[config.mk]
export PLATFORM = sky130hd
export DESIGN_NAME = text_to_unsigned_number_parser
export DESIGN_NICKNAME = d
export VERILOG_FILES = /design/src/tunp_pkg.sv /design/src/tunp_in_stage.sv /design/src/tunp_core.sv /design/src/text_to_unsigned_number_parser.sv
export SDC_FILE = /design/constraint.sdc
export NUM_CORES = 1
export LEC_CHECK = 0
export BUFFER_PORTS_ARGS = -buffer_cell sky130_fd_sc_hd__buf_4
export CORE_MARGIN = 2
export CORE_UTILIZATION = 45
export DETAILED_ROUTE_END_ITERATION = 16
export PLACE_DENSITY = 0.61
export SYNTH_ARGS = -nofsm -noshare
export SYNTH_HDL_FRONTEND = slang
export SYNTH_SLANG_ARGS = --single-unit
[constraint.sdc]
create_clock -name clk -period 18.6 [get_ports clk]
set_clock_uncertainty 0.15 [all_clocks]
set_input_delay 3.72 -clock clk [delete_from_list [all_inputs] [get_ports clk]]
set_output_delay 3.72 -clock clk [all_outputs]
set_load 0.02 [all_outputs]
[src/tunp_pkg.sv]
package tunp_pkg;

  localparam int VALUE_BITS_DEF = 32;
  localparam int COUNT_BITS_DEF = 16;
  localparam int RADIX_BITS     = 6;
  localparam int BYTE_BITS      = 8;

  localparam logic [BYTE_BITS-1:0] CH_NUL     = 8'h00;
  localparam logic [BYTE_BITS-1:0] CH_TAB     = 8'h09;
  localparam logic [BYTE_BITS-1:0] CH_CR      = 8'h0d;
  localparam logic [BYTE_BITS-1:0] CH_SPACE   = 8'h20;
  localparam logic [BYTE_BITS-1:0] CH_PLUS    = 8'h2b;
  localparam logic [BYTE_BITS-1:0] CH_MINUS   = 8'h2d;
  localparam logic [BYTE_BITS-1:0] CH_ZERO    = 8'h30;
  localparam logic [BYTE_BITS-1:0] CH_NINE    = 8'h39;
  localparam logic [BYTE_BITS-1:0] CH_UPPER_A = 8'h41;
  localparam logic [BYTE_BITS-1:0] CH_UPPER_X = 8'h58;
  localparam logic [BYTE_BITS-1:0] CH_LOWER_A = 8'h61;
  localparam logic [BYTE_BITS-1:0] CH_LOWER_X = 8'h78;
  localparam logic [BYTE_BITS-1:0] DIGIT_NONE = 8'hff;
  localparam logic [BYTE_BITS-1:0] DIGIT_TEN  = 8'd10;

  localparam logic [RADIX_BITS-1:0] RADIX_AUTO = 6'd0;
  localparam logic [RADIX_BITS-1:0] RADIX_OCT  = 6'd8;
  localparam logic [RADIX_BITS-1:0] RADIX_DEC  = 6'd10;
  localparam logic [RADIX_BITS-1:0] RADIX_HEX  = 6'd16;

  typedef struct packed {
    logic                 valid;
    logic [BYTE_BITS-1:0] text_byte;
  } byte_word_t;

  function automatic logic is_space(input logic [BYTE_BITS-1:0] b);
    return (b == CH_SPACE) || ((b >= CH_TAB) && (b <= CH_CR));
  endfunction

  // letters map from ten upward, digits wrap below '0'
  function automatic logic [BYTE_BITS-1:0] digit_of(input logic [BYTE_BITS-1:0] b);
    logic [BYTE_BITS-1:0] d;
    if (b >= CH_LOWER_A) begin
      d = b - CH_LOWER_A + DIGIT_TEN;
    end else if (b >= CH_UPPER_A) begin
      d = b - CH_UPPER_A + DIGIT_TEN;
    end else if (b <= CH_NINE) begin
      d = b - CH_ZERO;
    end else begin
      d = DIGIT_NONE;
    end
    return d;
  endfunction

endpackage

[src/tunp_in_stage.sv]
module tunp_in_stage (
  input  logic                             clk,
  input  logic                             rst_n,
  input  logic                             in_valid,
  output logic                             in_stall,
  input  logic [tunp_pkg::BYTE_BITS-1:0]   in_text_byte,
  input  logic                             take,
  output tunp_pkg::byte_word_t             word
);

  logic                           valid_r;
  logic                           valid_nxt;
  logic [tunp_pkg::BYTE_BITS-1:0] byte_r;
  logic                           accept;

  // hold the word until the parser takes it
  assign in_stall  = valid_r && !take;
  assign accept    = in_valid && !in_stall;
  assign valid_nxt = accept ? 1'b1 : (take ? 1'b0 : valid_r);

  always_ff @(posedge clk) begin
    if (!rst_n) begin
      valid_r <= 1'b0;
    end else begin
      valid_r <= valid_nxt;
    end
    if (accept) begin
      byte_r <= in_text_byte;
    end
  end

  assign word.valid     = valid_r;
  assign word.text_byte = byte_r;

endmodule

[src/tunp_core.sv]
module tunp_core #(
  parameter int VALUE_BITS = tunp_pkg::VALUE_BITS_DEF,
  parameter int COUNT_BITS = tunp_pkg::COUNT_BITS_DEF
) (
  input  logic                              clk,
  input  logic                              rst_n,
  input  tunp_pkg::byte_word_t              word,
  output logic                              take,
  input  logic [tunp_pkg::RADIX_BITS-1:0]   radix,
  output logic                              out_valid,
  input  logic                              out_stall,
  output logic [VALUE_BITS-1:0]             out_parsed_value,
  output logic                              out_range_error,
  output logic [COUNT_BITS-1:0]             out_consumed_count
);

  localparam int PROD_W = VALUE_BITS + tunp_pkg::RADIX_BITS;
  localparam int SUM_W  = PROD_W + 1;

  typedef enum logic [2:0] {
    PH_SPACE,
    PH_PLUS,
    PH_PREFIX,
    PH_ZERO,
    PH_DIGITS,
    PH_DONE
  } phase_t;

  phase_t                          ph_r, ph_nxt;
  logic [VALUE_BITS-1:0]           acc_r, acc_nxt;
  logic                            minus_r, minus_nxt;
  logic [tunp_pkg::RADIX_BITS-1:0] arad_r, arad_nxt;
  logic [COUNT_BITS-1:0]           pos_r, pos_nxt;
  logic                            ovf_r, ovf_nxt;
  logic                            out_valid_r, out_valid_nxt;
  logic [VALUE_BITS-1:0]           value_r, value_nxt;
  logic                            range_r, range_nxt;
  logic [COUNT_BITS-1:0]           count_r, count_nxt;

  logic [tunp_pkg::BYTE_BITS-1:0]  b;
  logic [tunp_pkg::BYTE_BITS-1:0]  d;
  logic                            is_nul;
  logic                            prefix_path;
  logic                            do_digit;
  logic [tunp_pkg::RADIX_BITS-1:0] base_sel;
  logic [COUNT_BITS-1:0]           pos_pre;
  logic [PROD_W-1:0]               prod;
  logic [SUM_W-1:0]                sum;
  logic                            digit_ovf;
  logic                            load_out;

  function automatic logic [COUNT_BITS-1:0] sat_inc(input logic [COUNT_BITS-1:0] p);
    return (p == {COUNT_BITS{1'b1}}) ? p : p + COUNT_BITS'(1);
  endfunction

  assign b        = word.text_byte;
  assign d        = tunp_pkg::digit_of(b);
  assign is_nul   = (b == tunp_pkg::CH_NUL);
  // a terminator needs a free output register, other bytes go straight in
  assign take     = word.valid && (!is_nul || !out_valid_r || !out_stall);
  assign load_out = take && is_nul;

  always_comb begin
    ph_nxt      = ph_r;
    acc_nxt     = acc_r;
    minus_nxt   = minus_r;
    arad_nxt    = arad_r;
    pos_nxt     = pos_r;
    ovf_nxt     = ovf_r;
    prefix_path = 1'b0;
    do_digit    = 1'b0;
    base_sel    = arad_r;
    pos_pre     = pos_r;

    case (ph_r)
      PH_SPACE: begin
        if (tunp_pkg::is_space(b)) begin
          pos_nxt = sat_inc(pos_r);
        end else if (b == tunp_pkg::CH_MINUS) begin
          minus_nxt = 1'b1;
          pos_nxt   = sat_inc(pos_r);
          ph_nxt    = PH_PLUS;
        end else if (b == tunp_pkg::CH_PLUS) begin
          pos_nxt = sat_inc(pos_r);
          ph_nxt  = PH_PREFIX;
        end else begin
          prefix_path = 1'b1;
        end
      end
      PH_PLUS: begin
        if (b == tunp_pkg::CH_PLUS) begin
          pos_nxt = sat_inc(pos_r);
          ph_nxt  = PH_PREFIX;
        end else begin
          prefix_path = 1'b1;
        end
      end
      PH_PREFIX: begin
        prefix_path = 1'b1;
      end
      PH_ZERO: begin
        if ((b == tunp_pkg::CH_LOWER_X) || (b == tunp_pkg::CH_UPPER_X)) begin
          pos_nxt  = sat_inc(sat_inc(pos_r));
          arad_nxt = tunp_pkg::RADIX_HEX;
          ph_nxt   = PH_DIGITS;
        end else begin
          // the held-back zero counts as a digit, then this byte is parsed
          pos_pre  = sat_inc(pos_r);
          pos_nxt  = pos_pre;
          ph_nxt   = PH_DIGITS;
          do_digit = 1'b1;
        end
      end
      PH_DIGITS: begin
        do_digit = 1'b1;
      end
      default: begin
      end
    endcase

    if (prefix_path) begin
      if (((radix == tunp_pkg::RADIX_AUTO) || (radix == tunp_pkg::RADIX_HEX)) &&
          (b == tunp_pkg::CH_ZERO)) begin
        arad_nxt = (radix == tunp_pkg::RADIX_AUTO) ? tunp_pkg::RADIX_OCT
                                                   : tunp_pkg::RADIX_HEX;
        ph_nxt   = PH_ZERO;
      end else begin
        base_sel = (radix == tunp_pkg::RADIX_AUTO) ? tunp_pkg::RADIX_DEC : radix;
        arad_nxt = base_sel;
        ph_nxt   = PH_DIGITS;
        do_digit = 1'b1;
      end
    end

    prod      = PROD_W'(acc_r) * PROD_W'(base_sel);
    sum       = SUM_W'(prod) + SUM_W'(d[tunp_pkg::RADIX_BITS-1:0]);
    digit_ovf = |sum[SUM_W-1:VALUE_BITS];

    if (do_digit) begin
      if (d >= {2'b00, base_sel}) begin
        ph_nxt = PH_DONE;
      end else if (digit_ovf) begin
        ovf_nxt = 1'b1;
        ph_nxt  = PH_DONE;
      end else begin
        acc_nxt = sum[VALUE_BITS-1:0];
        pos_nxt = sat_inc(pos_pre);
        ph_nxt  = PH_DIGITS;
      end
    end

    // result word from the state before the terminator
    if (ovf_r) begin
      value_nxt = {VALUE_BITS{1'b1}};
    end else if (minus_r) begin
      value_nxt = VALUE_BITS'(0) - acc_r;
    end else begin
      value_nxt = acc_r;
    end
    range_nxt = ovf_r;
    count_nxt = (ph_r == PH_ZERO) ? sat_inc(pos_r) : pos_r;

    if (load_out) begin
      out_valid_nxt = 1'b1;
    end else begin
      out_valid_nxt = out_valid_r && out_stall;
    end
  end

  always_ff @(posedge clk) begin
    if (!rst_n) begin
      ph_r        <= PH_SPACE;
      acc_r       <= '0;
      minus_r     <= 1'b0;
      arad_r      <= '0;
      pos_r       <= '0;
      ovf_r       <= 1'b0;
      out_valid_r <= 1'b0;
    end else begin
      out_valid_r <= out_valid_nxt;
      if (load_out) begin
        ph_r    <= PH_SPACE;
        acc_r   <= '0;
        minus_r <= 1'b0;
        arad_r  <= '0;
        pos_r   <= '0;
        ovf_r   <= 1'b0;
      end else if (take) begin
        ph_r    <= ph_nxt;
        acc_r   <= acc_nxt;
        minus_r <= minus_nxt;
        arad_r  <= arad_nxt;
        pos_r   <= pos_nxt;
        ovf_r   <= ovf_nxt;
      end
    end
    if (load_out) begin
      value_r <= value_nxt;
      range_r <= range_nxt;
      count_r <= count_nxt;
    end
  end

  assign out_valid          = out_valid_r;
  assign out_parsed_value   = value_r;
  assign out_range_error    = range_r;
  assign out_consumed_count = count_r;

endmodule

[src/text_to_unsigned_number_parser.sv]
// Streaming text-to-unsigned-number parser.
// Input channel: one string byte per word on in_text_byte (in_valid/in_stall),
// the terminating zero byte included. Leading whitespace, an optional '-'
// then '+', and a radix prefix are consumed before the digits.
// Result channel: one word per zero byte on out_parsed_value, out_range_error
// and out_consumed_count (out_valid/out_stall); other bytes give no word.
// Configuration: cfg_wr_en/cfg_wr_data write the radix (0 = detect from
// prefix); write it only between strings.
// Throughput: one byte per cycle while no zero byte waits on a held result,
// with the multiply-by-radix and add done combinationally in the parse stage.
// A zero byte passes the input register, then its word loads the result register.
// While out_stall holds a result, non-zero bytes of the next string still
// flow; a zero byte waits in the input register and in_stall rises.
// Reset (synchronous, rst_n low) clears the parse state, the radix to 0 and
// drops any pending words.
module text_to_unsigned_number_parser #(
  parameter int VALUE_BITS = tunp_pkg::VALUE_BITS_DEF,
  parameter int COUNT_BITS = tunp_pkg::COUNT_BITS_DEF
) (
  input  logic                            clk,
  input  logic                            rst_n,
  input  logic                            in_valid,
  output logic                            in_stall,
  input  logic [tunp_pkg::BYTE_BITS-1:0]  in_text_byte,
  output logic                            out_valid,
  input  logic                            out_stall,
  output logic [VALUE_BITS-1:0]           out_parsed_value,
  output logic                            out_range_error,
  output logic [COUNT_BITS-1:0]           out_consumed_count,
  input  logic                            cfg_wr_en,
  input  logic [tunp_pkg::RADIX_BITS-1:0] cfg_wr_data
);

  tunp_pkg::byte_word_t            word;
  logic                            take;
  logic [tunp_pkg::RADIX_BITS-1:0] radix_r;

  always_ff @(posedge clk) begin
    if (!rst_n) begin
      radix_r <= tunp_pkg::RADIX_AUTO;
    end else if (cfg_wr_en) begin
      radix_r <= cfg_wr_data;
    end
  end

  tunp_in_stage u_in_stage (
    .clk          (clk),
    .rst_n        (rst_n),
    .in_valid     (in_valid),
    .in_stall     (in_stall),
    .in_text_byte (in_text_byte),
    .take         (take),
    .word         (word)
  );

  tunp_core #(
    .VALUE_BITS (VALUE_BITS),
    .COUNT_BITS (COUNT_BITS)
  ) u_core (
    .clk                (clk),
    .rst_n              (rst_n),
    .word               (word),
    .take               (take),
    .radix              (radix_r),
    .out_valid          (out_valid),
    .out_stall          (out_stall),
    .out_parsed_value   (out_parsed_value),
    .out_range_error    (out_range_error),
    .out_consumed_count (out_consumed_count)
  );

endmodule
## Word-level counts from Yosys, hierarchy flattened

Index checks and enable logic that the tools add are counted.

- Reduce and logical (&&, ||, !) cells: 31
- Shifts and indexed selects: 0
- Multiply operators: 1
- Bitwise gates (word level): 4
- Equal/unequal tests: 15
- Muxes and demuxes: 46
- Divide/modulo/power cells: 0
- Magnitude comparators: 6
- Add/subtract/negate cells: 10

Operators with widths:

| cell | count |
|---|---|
| $mux W16 | 13 |
| $add A16 B1 Y16 const B | 3 |
| $eq A16 B16 Y1 const B | 3 |
| $pmux W16 S3 | 1 |
| $mux W6 | 7 |
| $add A38 B6 Y39 | 1 |
| $mul A32 B6 Y38 | 1 |
| $eq A8 B6 Y1 const B | 4 |
| $mux W32 | 1 |
| $sub A1 B32 Y32 const A | 1 |
| $mux W8 | 3 |
| $mux W3 | 7 |
| $add A8 B4 Y8 const B | 2 |
| $eq A8 B7 Y1 const B | 2 |
| $ge A8 B7 Y1 const B | 2 |
| $sub A8 B7 Y8 const B | 2 |
| $reduce_and A4 Y1 | 3 |
| $mux W1 | 10 |
| $pmux W3 S3 | 1 |
| $ge A8 B4 Y1 const B | 1 |
| $ge A8 B6 Y1 | 1 |
| $le A8 B4 Y1 const B | 1 |
| $le A8 B6 Y1 const B | 1 |
| $logic_not A8 Y1 | 1 |
| 20 further kinds | 41 |

- Bits of input ports: 19
- Memory bits (read-only): 0
- Flip-flop bits (word level): 124
- Memories kept: 0
- Logic and storage cells: 126
- Memory bits (writable): 0
- Latch bits: 0

## Depth between registers and ports, before layout

Gate-level depths: netlist (run 1).

- Depth in word-level cells: 12
- Depth in mapped cells: 31

## Cells and area by module

A second synthesis (run 1) with hierarchy kept.

- Cells, all modules: 1798
- Area total of the unflattened synthesis: 15277.2 um2

By module, submodules not included:

| module | instances | area each (um2) | cells an instance |
|---|---|---|---|
| tunp_core | 1 | 14752.9 | 1766 |
| tunp_in_stage | 1 | 295.3 | 13 |
| text_to_unsigned_number_parser | 1 | 229.0 | 19 |

## Worst setup path after synthesis (run 1)

OpenSTA, ideal clock, no wires.

- Path kind: input -> output
- From: input out_stall
- To: output in_stall
- Stages on the path: 2
- Setup slack: 10.529 ns
- Buffers on the path: 0
- Data arrival time: 4.201 ns
- Cells stage by stage: nand4_1 -> nor2_1

- Longest elaborated chain between the ends: 5

Ends and longest elaborated chain:

| element | RTL line | source |
|---|---|---|
| start: declaration | text_to_unsigned_number_parser.sv:26 | `input logic out_stall,` |
| $logic_not A1 Y1 | tunp_core.sv:60 | `assign take = word.valid && (!is_nul \|\| !out_valid_r \|\| !out_stall);` |
| $logic_or A1 B1 Y1 | tunp_core.sv:60 |  |
| $logic_and A1 B1 Y1 | tunp_core.sv:60 |  |
| $logic_not A1 Y1 | tunp_in_stage.sv:17 | `assign in_stall = valid_r && !take;` |
| $logic_and A1 B1 Y1 | tunp_in_stage.sv:17 |  |
| end: declaration | text_to_unsigned_number_parser.sv:23 | `output logic in_stall,` |

Every way passes these cells.

## Worst setup path in the final report (run 1)

- From: register u_in_stage.byte_r[4] (netlist name)
- To: register u_core.pos_r[14]

- Longest elaborated chain between the ends: 12
- Elaborated cells between the ends (all ways): 57

Ends and longest elaborated chain:

| element | RTL line | source |
|---|---|---|
| start: declaration | tunp_in_stage.sv:13 | `logic [tunp_pkg::BYTE_BITS-1:0] byte_r;` |
| start signal: assignment | tunp_in_stage.sv:28 | `byte_r <= in_text_byte;` |
| $ge A8 B4 Y1, or another cell as far along | tunp_pkg.sv:34 | `return (b == CH_SPACE) \|\| ((b >= CH_TAB) && (b <= CH_CR));` |
| $logic_and A1 B1 Y1 or $mux W1 (tied branches) | tunp_pkg.sv:34, tunp_core.sv:83, tunp_core.sv:91 |  |
| $logic_or A1 B1 Y1 or $mux W1 (tied branches) | tunp_pkg.sv:34, tunp_core.sv:79 |  |
| $mux W1 | tunp_core.sv:77 | `if (tunp_pkg::is_space(b)) begin` |
| $pmux W1 S3 | tunp_core.sv:75 | `case (ph_r)` |
| $mux W6 | tunp_core.sv:121 | `if (prefix_path) begin` |
| $mul A32 B6 Y38 | tunp_core.sv:135 | `prod = PROD_W'(acc_r) * PROD_W'(base_sel);` |
| $add A38 B6 Y39 | tunp_core.sv:136 | `sum = SUM_W'(prod) + SUM_W'(d[tunp_pkg::RADIX_BITS-1:0]);` |
| $reduce_or A7 Y1 | tunp_core.sv:137 | `digit_ovf = \|sum[SUM_W-1:VALUE_BITS];` |
| $mux W16 | tunp_core.sv:142 | `end else if (digit_ovf) begin` |
| $mux W16 | tunp_core.sv:140 | `if (d >= {2'b00, base_sel}) begin` |
| $mux W16 | tunp_core.sv:139 | `if (do_digit) begin` |
| end signal: assignment | tunp_core.sv:193 | `pos_r <= pos_nxt;` |
| end: declaration | tunp_core.sv:33 | `logic [COUNT_BITS-1:0] pos_r, pos_nxt;` |

Several ways; a longest one is shown, not always the timed one.
A chain may end at the register's enable or synchronous reset.

==> results of run 1 <==
==> metrics by stage <==
step	utilization	instances	hold slack, ns
global placement	0.4764	2188	0.2961
CTS	0.4940	2220	0.3094
global route	0.4940	2220	0.3401
detailed placement	0.4764	2188	0.3014
finish	0.4940	2220	0.3120
floorplan	-	1779	0.2809
==> logic make-up (layout without fill, tap and decap cells) <==
| family | count (synthesis) | in the layout | synth area share |
|---|---|---|---|
| buffers and inverters | 207 | 200 | 0.05527 |
| adders and majority gates | 229 | 229 | 0.2481 |
| xor gates and xnor gates | 89 | 89 | 0.05094 |
| AOI/OAI and AO/OA | 387 | 387 | 0.1686 |
| muxes | 58 | 58 | 0.03826 |
| DFF | 124 | 124 | 0.1995 |
| and+or+nand+nor | 685 | 685 | 0.2394 |
==> power by group through the flow <==
stage	Combinational, mW	Sequential, mW	Clock, mW
4_1_cts	0.129	0.302	0.349
5_1_grt	0.143	0.304	0.361
2_1_floorplan	0.0946	0.299	0
3_3_place_gp	0.128	0.308	0
3_5_place_dp	0.128	0.308	0
6_report	0.131	0.303	0.346
==> layer usage <==
metal	GRT usage	vias up
li1	-	6189
met1	0.3531	6530
met2	0.4225	449
met3	0.02999	79
met4	0.08834	0
met5	0	-
==> Yosys cell counts, types with 19 or more instances <==
library cell,count
a21o_1,26
a21oi_1,100
and2_1,96
clkbuf_1,93
dfxtp_1,67
edfxtp_1,57
fa_1,124
ha_1,105
inv_1,87
mux2i_1,54
nand2_1,157
nand2b_1,30
nand3_1,42
nor2_1,125
nor2b_1,94
nor3_1,26
o21ai_0,95
or3_1,19
xnor2_1,46
xor2_1,43
==> worst register-to-register path: cells and delay by family, from the launching register on <==
family / cells / cell delay [ns]
AOI/OAI and AO/OA: 8 / 2.76
adders and majority gates: 6 / 2.50
buffers and inverters: 6 / 0.88
DFF: 1 / 0.48
muxes: 1 / 0.44
and+or+nand+nor: 7 / 3.05
==> flip-flops by register name, summed over array words and instances (netlist names), 3 cells and up <==
register,flops
radix_r,6
u_core.acc_r,32
u_core.arad_r,6
u_core.out_consumed_count,16
u_core.out_parsed_value,32
u_core.ph_r,3
u_core.pos_r,16
u_in_stage.byte_r,8
==> area by class of cell <==
class	count	area [um^2]
well taps	448	560.5
multi-input cells	1448	11430
flip-flops and latches	124	3053
inverters	87	326.6
repair buffers	81	608.1
fillers	3277	16970
clock buffers	17	425.4
clock inverters	15	163.9
==> path summary, 6_finish.rpt <==
path / startpoint / endpoint / slack, ns / cells past startpoint
max: u_in_stage.byte_r[4]$_DFFE_PP_ / u_core.pos_r[14]$_SDFFE_PP0P_ / 8.28 / 28
min: u_core.arad_r[0]$_SDFFE_PP0P_ / u_core.arad_r[0]$_SDFFE_PP0P_ / 0.31 / 2
max reg2reg: u_in_stage.byte_r[4]$_DFFE_PP_ / u_core.pos_r[14]$_SDFFE_PP0P_ / 8.28 / 28
min reg2reg: u_core.arad_r[0]$_SDFFE_PP0P_ / u_core.arad_r[0]$_SDFFE_PP0P_ / 0.31 / 2
==> reports/results.ini, run 1 <==
[yosys]
synth.top_cell.area_share = 0.1622
yosysTopAreaCell = fa_1
yosysSeqAreaShare = 0.1995
async_flop_share = 0
syn_avg_cell_area_um2 = 8.602
synth.net_count = 2027
synthesis.area_um2 = 15300
synth_cell_types = 99
synth_ff_type = dfxtp_1
synth_edf_count = 57
ys_ff_latch = 124
syn_inst = 1779
ys_warn_count = 0
netlist_top_cells_area = fa_1 (16%), edfxtp_1 (11%), dfxtp_1 (8.8%), ha_1 (8.6%), and2_1 (3.9%)

[power]
ir_worst_vdd_v = 0.00004300
p_total_mw = 0.7795
power.switching_mw = 0.2458
p_per_area_nw_per_um2 = 47.06
combPwrFrac = 0.168
intPower_mw = 0.5337
swShare = 0.3153
leakagePower_nw = 7.431
p_seq_frac = 0.388
clkPwrFrac = 0.443

[routing]
vias_per_cell = 5.967
drt_iter0_drc = 1027
wl_met2_um = 21020
routed_wirelength_um = 44730
top_layer = met4
drc = 0
wl_per_cell_um = 20.15
postRouteAntennaNets = 0
wl_met1_um = 20400
vias = 13250
dr.pass1.iters = 6
dr_wl_met3_um = 2078

[critical_path]
crit_path_frequent_cell = inv_1
cp_max_fo = 33
critPathKind = register to register
cp-start-kind = register
crit_buf_inv = 6
critPathCaptureType = register
critical_path.max_stage_delay_ns = 0.85
cpLargestDelayFamily = simple AND/OR/NAND/NOR gates
cp_data_arrival_time_ns = 10.53
crit_slowest_cell = or4_1
cp_data_required_time_ns = 18.81

[clock_network]
hold_buffers = 0
h-tree-depth = 4
post_cts_resized = 0
clkLatencyLatePin_ns = 0.44
root_buffer = clkbuf_16
cts.sinks = 124
cts_tree = yes
path_clk_slew_ns = 0.06
post-cts-setup-buffers = 0
numCtsBuffers = 17
clockBufferDepth = 2

[global_route]
grt_overflow = 0
grt_pass1_vias = 13230
grt_pass1_wl_um = 72890
antenna_found_initial = 0
grtUsageTotal = 0.2575
grt_max_degree = 50

[sta]
finalCritPeriodShare = 0.5549
rsz0062_at_grt = false
maxSlewViolCount = 0
period_minus_slack_ns = 10.32
fmax_mhz = 96.88
finalHoldViolCount = 0
slew_headroom = 0.1485
layout_setup_ws_ns = 8.278
setup-violations-final = 0
worst_pin_slew_ns = 1.277
setup_tns_ns = 0

[finish]
final_nets = 2007
areaGrowthSynthToFinish_pct = 8.241
most-common-layout-cells = nand2_1 (156), nor2_1 (125), fa_1 (124)
fin_area_um2 = 16560
layout-drive-gt1-share = 0.09029
n_antenna_cell = 0
layout_commonest_cell = nand2_1

[status]
status = complete, no violations

[floorplan]
initial_core_util = 0.4564
core_area_um2 = 33530
dieArea_um2 = 35500
die_h_um = 188.4
num_rows = 67
ios = 70
die-width_um = 188.4

[placed_design]
io_buffers = 69
gp_congestion = 0.9466
post_dp_cell_area_um2 = 15980
dpl.hpwl_um = 33140
place_ws_ns = 8.435

[hold_path]
holdCritPathClass = register to register

[run]
max_cap_violations = 0

(Power assumes the default switching activity.)
==> inputs of run 2 (changes only) <==
==> constraint.sdc (replaced) <==
create_clock -name clk -period 10.27 [get_ports clk]
set_clock_uncertainty 0.15 [all_clocks]
set_input_delay 2.054 -clock clk [delete_from_list [all_inputs] [get_ports clk]]
set_output_delay 2.054 -clock clk [all_outputs]
set_load 0.02 [all_outputs]
==> reports/results.ini, run 2 (same netlist as run 1, synthesis figures left out) <==
[routing]
routed_wirelength_um = 44450  ; was 44730 um
drc = 0  ; unchanged
vias = 13200  ; was 13250
drt_iter0_drc = 1195  ; was 1027
wl_per_cell_um = 19.99  ; was 20.15 um
vias_per_cell = 5.938  ; was 5.967
postRouteAntennaNets = 0  ; unchanged
dr.pass1.iters = 6  ; unchanged

[critical_path]
crit_slowest_cell = mux2_2  ; was or4_1
r2r_start = u_in_stage.byte_r[4]$_DFFE_PP_  ; unchanged
critPathKind = register to register  ; unchanged
cp_data_required_time_ns = 10.47  ; was 18.81 ns
critical_path.max_stage_delay_ns = 0.85  ; about the same
cp-start-kind = register  ; unchanged
crit_buf_inv = 4  ; was 6
cp_data_arrival_time_ns = 9.74  ; was 10.53 ns
critPathCaptureType = register  ; unchanged
cpLargestDelayFamily = simple AND/OR/NAND/NOR gates  ; unchanged
crit_start = u_in_stage.byte_r[4]$_DFFE_PP_  ; unchanged
cp_max_fo = 33  ; unchanged

[floorplan]
num_rows = 67  ; unchanged
core_area_um2 = 33530  ; unchanged
dieArea_um2 = 35500  ; unchanged
initial_core_util = 0.4564  ; unchanged
die_h_um = 188.4  ; unchanged
ios = 70  ; unchanged
die-width_um = 188.4  ; unchanged

[finish]
areaGrowthSynthToFinish_pct = 8.290  ; was 8.241%
final_nets = 2011  ; was 2007
layout_commonest_cell = nand2_1  ; unchanged
fin_area_um2 = 16570  ; was 16560 um^2
n_antenna_cell = 0  ; unchanged
fin_cells = 2223  ; was 2220
most-common-layout-cells = nand2_1 (156), nor2_1 (125), fa_1 (124)  ; unchanged
layout-drive-gt1-share = 0.09183  ; was 0.09029

[placed_design]
dpl.hpwl_um = 33640  ; was 33140 um
io_buffers = 69  ; unchanged
gp_congestion = 0.9978  ; was 0.9466
post_dp_cell_area_um2 = 16010  ; was 15980 um^2
dp_cells = 2192  ; was 2188

[status]
status = complete, no violations  ; unchanged

[global_route]
grt_max_degree = 50  ; unchanged
grtUsageTotal = 0.2552  ; was 0.2575
grt_pass1_wl_um = 72280  ; was 72890 um
grt_pass1_vias = 13080  ; was 13230
grt_overflow = 0  ; unchanged
antenna_found_initial = 0  ; unchanged

[power]
leakagePower_nw = 7.441  ; was 7.431 nW
p_total_mw = 1.376  ; was 0.7795 mW
ir_worst_vdd_v = 0.0001003  ; was 0.00004300 V
p_per_area_nw_per_um2 = 83.00  ; was 47.06 nW/um^2

[sta]
finalCritPeriodShare = 0.9286  ; was 0.5549
period_minus_slack_ns = 9.536  ; was 10.32 ns
setup-violations-final = 0  ; unchanged
rsz0062_at_grt = false  ; unchanged
setup_tns_ns = 0  ; unchanged
holdWs_ns = 0.3084  ; was 0.3120 ns
finalHoldViolCount = 0  ; unchanged
maxSlewViolCount = 0  ; unchanged
worst_pin_slew_ns = 1.136  ; was 1.277 ns
slew_headroom = 0.2426  ; was 0.1485
fmax_mhz = 104.9  ; was 96.88 MHz

[clock_network]
numCtsBuffers = 17  ; unchanged
clockBufferDepth = 2  ; unchanged
post-cts-setup-buffers = 0  ; unchanged
root_buffer = clkbuf_16  ; unchanged
clkLatencyLatePin_ns = 0.44  ; about the same
path_clk_slew_ns = 0.06  ; about the same
h-tree-depth = 4  ; unchanged
post_cts_resized = 0  ; unchanged
cts.sinks = 124  ; unchanged
hold_buffers = 0  ; unchanged
cts_tree = yes  ; unchanged

[hold_path]
holdCritPathClass = register to register  ; unchanged
hp-start = u_core.arad_r[0]$_SDFFE_PP0P_  ; unchanged

[run]
max_cap_violations = 0  ; unchanged

-- run 2: cell count changes in the layout (fill, tap and decap cells not counted), sizes merged --
cell	delta
inv	-5
clkbuf	+4
clkinvlp	+1
buf	+4
bufinv	-1
-- run 2: path summary, 6_finish.rpt --
path	slack (ns)	to	cells past startpoint
hold / removal	0.31	u_core.arad_r[0]$_SDFFE_PP0P_	2
setup / recovery	0.73	u_core.pos_r[14]$_SDFFE_PP0P_	26
hold reg to reg	0.31	u_core.arad_r[0]$_SDFFE_PP0P_	2
setup reg to reg	0.73	u_core.pos_r[14]$_SDFFE_PP0P_	26
-- run 2: per-layer routing --
metal	vias up	share of wire	GRT usage
met1	6479	0.45	0.3510
li1	6196	-	-
met4	0	0.020	0.07512
met2	464	0.47	0.4188
met3	62	0.053	0.03557
met5	-	0	0
-- run 2: layout make-up --
type,instances,area [um^2]
fill,3203,16960
multi-input combinational,1448,11430
sequential,124,3053
timing repair buffer,85,638.1
tap,448,560.5
clock buffer,21,475.5
inverter,87,326.6
clock inverter,10,91.34
-- run 2: worst reg2reg max path: stages (launching register included) --
cell and delay [ns]:
edfxtp_1 0.47, inv_1 0.13, ha_1 0.26, nand4bb_1 0.20
nor2_1 0.16, o41ai_1 0.45, nand3_1 0.45, mux2_2 0.85
nand2_1 0.19, fa_1 0.51, fa_1 0.54, inv_1 0.05
fa_1 0.53, inv_1 0.05, fa_1 0.53, inv_1 0.04
ha_1 0.23, a2111oi_0 0.28, o21ai_0 0.30, a311oi_2 0.43
o22ai_1 0.29, o31ai_1 0.33, o22ai_1 0.15, or4_1 0.76
nor2_8 0.64, nand2_1 0.25, o211ai_1 0.23
-- run 2: through the flow --
stage                     setup WS, ns    util
after floorplan                  2.523       -
after global placement           1.201  0.4773
after detailed placement        0.8429  0.4773
after CTS                       0.7852  0.4942
after global routing            0.2231  0.4942
final                           0.7337  0.4942
-- run 2: power by group --
group	switching (mW)	internal [mW]	leakage (nW)
clock network	0.236	0.354	0.277
registers	0.0256	0.525	1.13
logic	0.155	0.0807	6.04
total	0.416	0.959	7.44
